<file path="src/hdl/fpfir_pkg.sv">
// Shared constants, codes and types of the fixed-point FIR convolution block.
package fpfir_pkg;

  localparam int MAX_TAPS_DEF = 16;
  localparam int DATA_W       = 32;
  localparam int PROD_W       = 2 * DATA_W;
  localparam int FRAC_W       = 5;
  localparam int NTAPS_W      = 5;
  localparam int IDX_W        = 4;
  localparam int S_TDATA_W    = 40;
  localparam int CFG_IDX_W    = 1;
  localparam int CFG_DATA_W   = 5;

  localparam logic [CFG_IDX_W-1:0] REG_FRAC_BITS = 1'd0;
  localparam logic [CFG_IDX_W-1:0] REG_NUM_TAPS  = 1'd1;

  localparam logic MODE_COEF   = 1'b0;
  localparam logic MODE_SAMPLE = 1'b1;

  localparam logic [FRAC_W-1:0]  FRAC_BITS_RST = 5'd15;
  localparam logic [NTAPS_W-1:0] NUM_TAPS_RST  = 5'd16;

  typedef struct packed {
    logic shift;
    logic clear;
  } cell_ctrl_t;

endpackage

</file>
<file path="src/hdl/fpfir_cell.sv">
// One tap cell: coefficient, sample stage, scaled product and partial sum.
module fpfir_cell (
  input  logic                               clk_i,
  input  logic                               rst_ni,
  input  fpfir_pkg::cell_ctrl_t              ctrl_i,
  input  logic [fpfir_pkg::FRAC_W-1:0]       frac_bits_i,
  input  logic                               tap_en_i,
  input  logic                               coef_we_i,
  input  logic [fpfir_pkg::DATA_W-1:0]       coef_i,
  input  logic [fpfir_pkg::DATA_W-1:0]       sample_i,
  output logic [fpfir_pkg::DATA_W-1:0]       sample_o,
  input  logic [fpfir_pkg::DATA_W-1:0]       sum_i,
  output logic [fpfir_pkg::DATA_W-1:0]       sum_o
);

  logic        [fpfir_pkg::DATA_W-1:0] coef_q;
  logic        [fpfir_pkg::DATA_W-1:0] sample_q;
  logic signed [fpfir_pkg::PROD_W-1:0] prod_q;
  logic        [fpfir_pkg::DATA_W-1:0] term_q;
  logic        [fpfir_pkg::DATA_W-1:0] sum_q;

  logic signed [fpfir_pkg::PROD_W-1:0] prod_d;
  logic signed [fpfir_pkg::PROD_W-1:0] bias;
  logic signed [fpfir_pkg::PROD_W-1:0] scaled;
  logic        [fpfir_pkg::DATA_W-1:0] term_d;
  logic        [fpfir_pkg::DATA_W-1:0] sum_d;

  always_ff @(posedge clk_i or negedge rst_ni) begin
    if (!rst_ni) begin
      coef_q   <= '0;
      sample_q <= '0;
    end else begin
      if (coef_we_i) begin
        coef_q <= coef_i;
      end
      if (ctrl_i.clear) begin
        sample_q <= '0;
      end else if (ctrl_i.shift) begin
        sample_q <= sample_i;
      end
    end
  end

  assign prod_d = $signed(sample_q) * $signed(coef_q);

  // divide by 2^frac with truncation toward zero
  always_comb begin
    if (prod_q[fpfir_pkg::PROD_W-1]) begin
      bias = (fpfir_pkg::PROD_W'(1) <<< frac_bits_i) - fpfir_pkg::PROD_W'(1);
    end else begin
      bias = '0;
    end
    scaled = (prod_q + bias) >>> frac_bits_i;
    term_d = scaled[fpfir_pkg::DATA_W-1:0];
    sum_d  = sum_i + (tap_en_i ? term_q : '0);
  end

  always_ff @(posedge clk_i) begin
    prod_q <= prod_d;
    term_q <= term_d;
    sum_q  <= sum_d;
  end

  assign sample_o = sample_q;
  assign sum_o    = sum_q;

endmodule

</file>
<file path="config.mk">
export PLATFORM = sky130hd
export DESIGN_NAME = fpfir_cell
export DESIGN_NICKNAME = d
export VERILOG_FILES = /design/src/hdl/fpfir_pkg.sv /design/src/hdl/fpfir_cell.sv
export SDC_FILE = /design/constraint.sdc
export NUM_CORES = 2
export LEC_CHECK = 0
export BUFFER_PORTS_ARGS = -buffer_cell sky130_fd_sc_hd__buf_2
export CAP_MARGIN = 15
export CORE_UTILIZATION = 30
export DETAILED_ROUTE_END_ITERATION = 6
export PLACE_DENSITY_LB_ADDON = 0.1
export SLEW_MARGIN = 15
export SYNTH_ARGS = -nofsm -noshare
export SYNTH_HDL_FRONTEND = slang
export SYNTH_SLANG_ARGS = --single-unit
</file>
<file path="constraint.sdc">
create_clock -name clk_i -period 20.8 [get_ports clk_i]
set_clock_uncertainty 0.05 [all_clocks]
set_input_delay 2.08 -clock clk_i [delete_from_list [all_inputs] [get_ports clk_i]]
set_output_delay 2.08 -clock clk_i [all_outputs]
set_load 0.05 [all_outputs]
</file>
==> impl_results.md <==
* Final Setup Violations at 0
* Status: finished clean
* Setup slack, reg-to-reg at 11820 ps
* Worst path arrival time at 9360 ps
* Initial antenna violation count at 4
* R2R cell count at 27
* CTS Buf Count at 17
* CTS tree: yes
* Area share of the largest cell type after synthesis at 42.9%
* Max-slew violation count at 0
* CP Launch Type: flop
* Clock root cell: clkbuf_16
* Synth area leaders: fa_1 (43%), inv_1 (7.6%), and2_1 (7.0%), ha_1 (6.9%), dfxtp_1 (5.1%)
* Clock H-tree levels at 4
* Post_cts resized at 0
* Vias after detailed routing at 37000
* Core Rows at 150
* Post-CTS Setup Bufs at 0
* Global-route wire length before repair at 250000 microns
* Share of layout cells above drive strength 1 at 7.66%
* Commonest non-fill, non-tap cell in the layout: fa_1
* Cells after synthesis at 5523
* Number of I/O pins at 171
* Reg-to-Reg Start: sample_o[10]$_DFFE_PN0P_
* 1st-pass router iterations at 5
* Setup TNS Final at 0 ps
* NumNets Final at between 6000 and 7000
* RSZ-0062 raised after global routing: false
* Wirelength, routed at 158000 microns
* CP required at between 20000 and 25000 ps
* Die Wd at 413 microns
* Slew Limit Headroom at 36.0%
* Final Hold Fails at 0
* Final Cycle Share at between 40% and 50%
* Input/output buffers at 170
* Ys async rst share at 33.3%
* Min cycle time layout at 8990 ps
* Post-Synthesis Mean Instance Area at 9.15 sq um
* Slew at the pin closest to its max-slew limit at slightly below 1000 ps
* Synth warnings at 0
* Largest net degree at the start of global routing at 68
* Post-synth EDFFs at 0
* Yosys reg bits at 192
* Clk buf depth at 2
* Hpwl dp at roughly 130000 microns
* Hold depth at 1
* RePlAce Congestion at approximately 0.86
* Detail Route Antenna Nets at 0
* Synth unique cells at 100
* Initial core utilization at 30.2%
* CTS hold repair buffers at 0
* Clock sinks at about 190
* Kind of critical path: reg -> reg
* Worst Hold End: coef_q[5]$_DFFE_PN0P_
* Synthesis-to-layout area growth at 7.28%
* Dominant cell type by area after synthesis: fa_1
* Most frequent cells in the layout: fa_1 (1084), inv_1 (1021), nand2_1 (649)
* Drt via density at 4.80
* HP Class: reg -> reg
* All-Layer GR Usage at 19.2%
* Number of antenna diodes at 0
* DRC violations left at 0
* DRT iter0 DRCs at 1816
* Fill count at 17700
* Vias in the first global route at 41000
* Worst hold start: coef_q[5]$_DFFE_PN0P_
* Worst-path clk slew at about 90 ps
* Crit Path Max Fanout at 23
* Die area at approximately 170000 sq um
* Cell area after synthesis at 50600 sq um
* Max Cap Viol at 0
* Congestion Overflow GR at 0
* Core Util, Final at about 32%
* Register area share after synthesis at under 10%
* Worst-skew pair later-pin latency at between 500 and 600 ps
* Height of the die at 413 microns
* Crit end category: flop
* Post-synth top flop: dfxtp_1
* Max Clock Freq at 111 MHz
* Core region area at 167000 sq um
* Worst R2R End: prod_q[63]$_DFF_P_
* WL/cell at about 20 microns
[per-layer routing]
| metal | global-route usage, % | up-vias | part of all wire, % |
|---|---|---|---|
| li1 | - | 16900 | - |
| met1 | 26.1 | 19400 | 46 |
| met2 | 33.2 | 637 | 49 |
| met3 | 1.69 | 109 | 2.8 |
| met4 | 3.97 | 0 | 1.7 |
| met5 | 0 | - | 0 |
[critical path, cell delays in order, from the launching register on]
cell	delay, ps
dfrtp_1	640
buf_4	440
and2_1	220
fa_1	440
fa_1	500
fa_1	520
inv_1	50
fa_1	470
inv_1	50
fa_1	450
ha_1	300
fa_1	480
inv_1	50
fa_1	490
inv_1	50
ha_1	310
nand2_1	70
o21ai_0	210
a211oi_1	650
o311ai_0	370
a21oi_1	470
o31ai_1	150
o21a_1	220
o21ai_0	160
nand2_1	160
a211o_1	400
a211o_1	300
xnor2_1	120
[how the worst max path moves through the flow]
stage,slack (ps),end,cells after the start,startpoint
final,11820,prod_q[63]$_DFF_P_,27,sample_o[10]$_DFFE_PN0P_
after global routing,11140,prod_q[59]$_DFF_P_,27,sample_o[10]$_DFFE_PN0P_
after CTS,11680,prod_q[59]$_DFF_P_,27,sample_o[10]$_DFFE_PN0P_
after detailed placement,11750,prod_q[59]$_DFF_P_,27,sample_o[10]$_DFFE_PN0P_
after global placement,11710,prod_q[59]$_DFF_P_,27,sample_o[10]$_DFFE_PN0P_
after floorplan,12690,prod_q[61]$_DFF_P_,24,sample_o[31]$_DFFE_PN0P_
[per-stage QoR]
stage / worst slack (ps) / instances / area [sq um] / hold WS (ps)
2_1_floorplan: 12690 / 5538 / 50600 / 467
3_3_place_gp: 11710 / 7681 / 53600 / 442
3_5_place_dp: 11750 / 7681 / 53600 / 446
4_1_cts: 11680 / 7713 / 54200 / 468
5_1_grt: 11140 / 7713 / 54200 / 476
6_report: 11820 / 7713 / 54200 / 465
[cell type report]
| type | instances | area (sq um) | area share (%) |
|---|---|---|---|
| inverter | 1027 | 3850 | 7.11 |
| clock buffer | 18 | 439 | 0.810 |
| timing repair buffer | 239 | 1370 | 2.53 |
| multi-input combinational | 4019 | 41500 | 76.4 |
| sequential | 192 | 4180 | 7.70 |
| tap | 2204 | 2760 | 5.08 |
| clock inverter | 14 | 183 | 0.337 |
[sequential cells by signal, indices dropped and copies added (netlist names)]
| register | count |
|---|---|
| sum_o | 32 |
| sample_o | 32 |
| prod_q | 64 |
| term_q | 32 |
| coef_q | 32 |
[cells by family after synthesis]
| group | Yosys count | synth area share [%] |
|---|---|---|
| buffers and inverters | 1327 | 9.88 |
| XOR/XNOR | 158 | 2.75 |
| adder cells (fa/ha/maj) | 1362 | 49.8 |
| flip-flops | 192 | 8.24 |
| AO/OA/AOI/OAI | 661 | 8.77 |
| other | 1 | 0.00742 |
| multiplexers | 197 | 4.67 |
| AND/OR/NAND/NOR | 1625 | 15.9 |
[Yosys cell counts (all sizes together) (27+ instances only)]
cell type  number
dfrtp          64
a21o           90
mux2           72
mux2i         101
a211oi         35
xnor2         111
fa           1084
dfxtp         128
nand4          29
nand2b         27
and2          562
ha            278
nand3          41
nor2          193
clkbuf        266
xor2           47
o21bai         31
o21ai         121
a21oi         186
inv          1026
buf            34
nand2         651
nor3           42
Power is not shown: default switching activity piles up to over one toggle a cycle in this logic, so the estimate is an artifact.
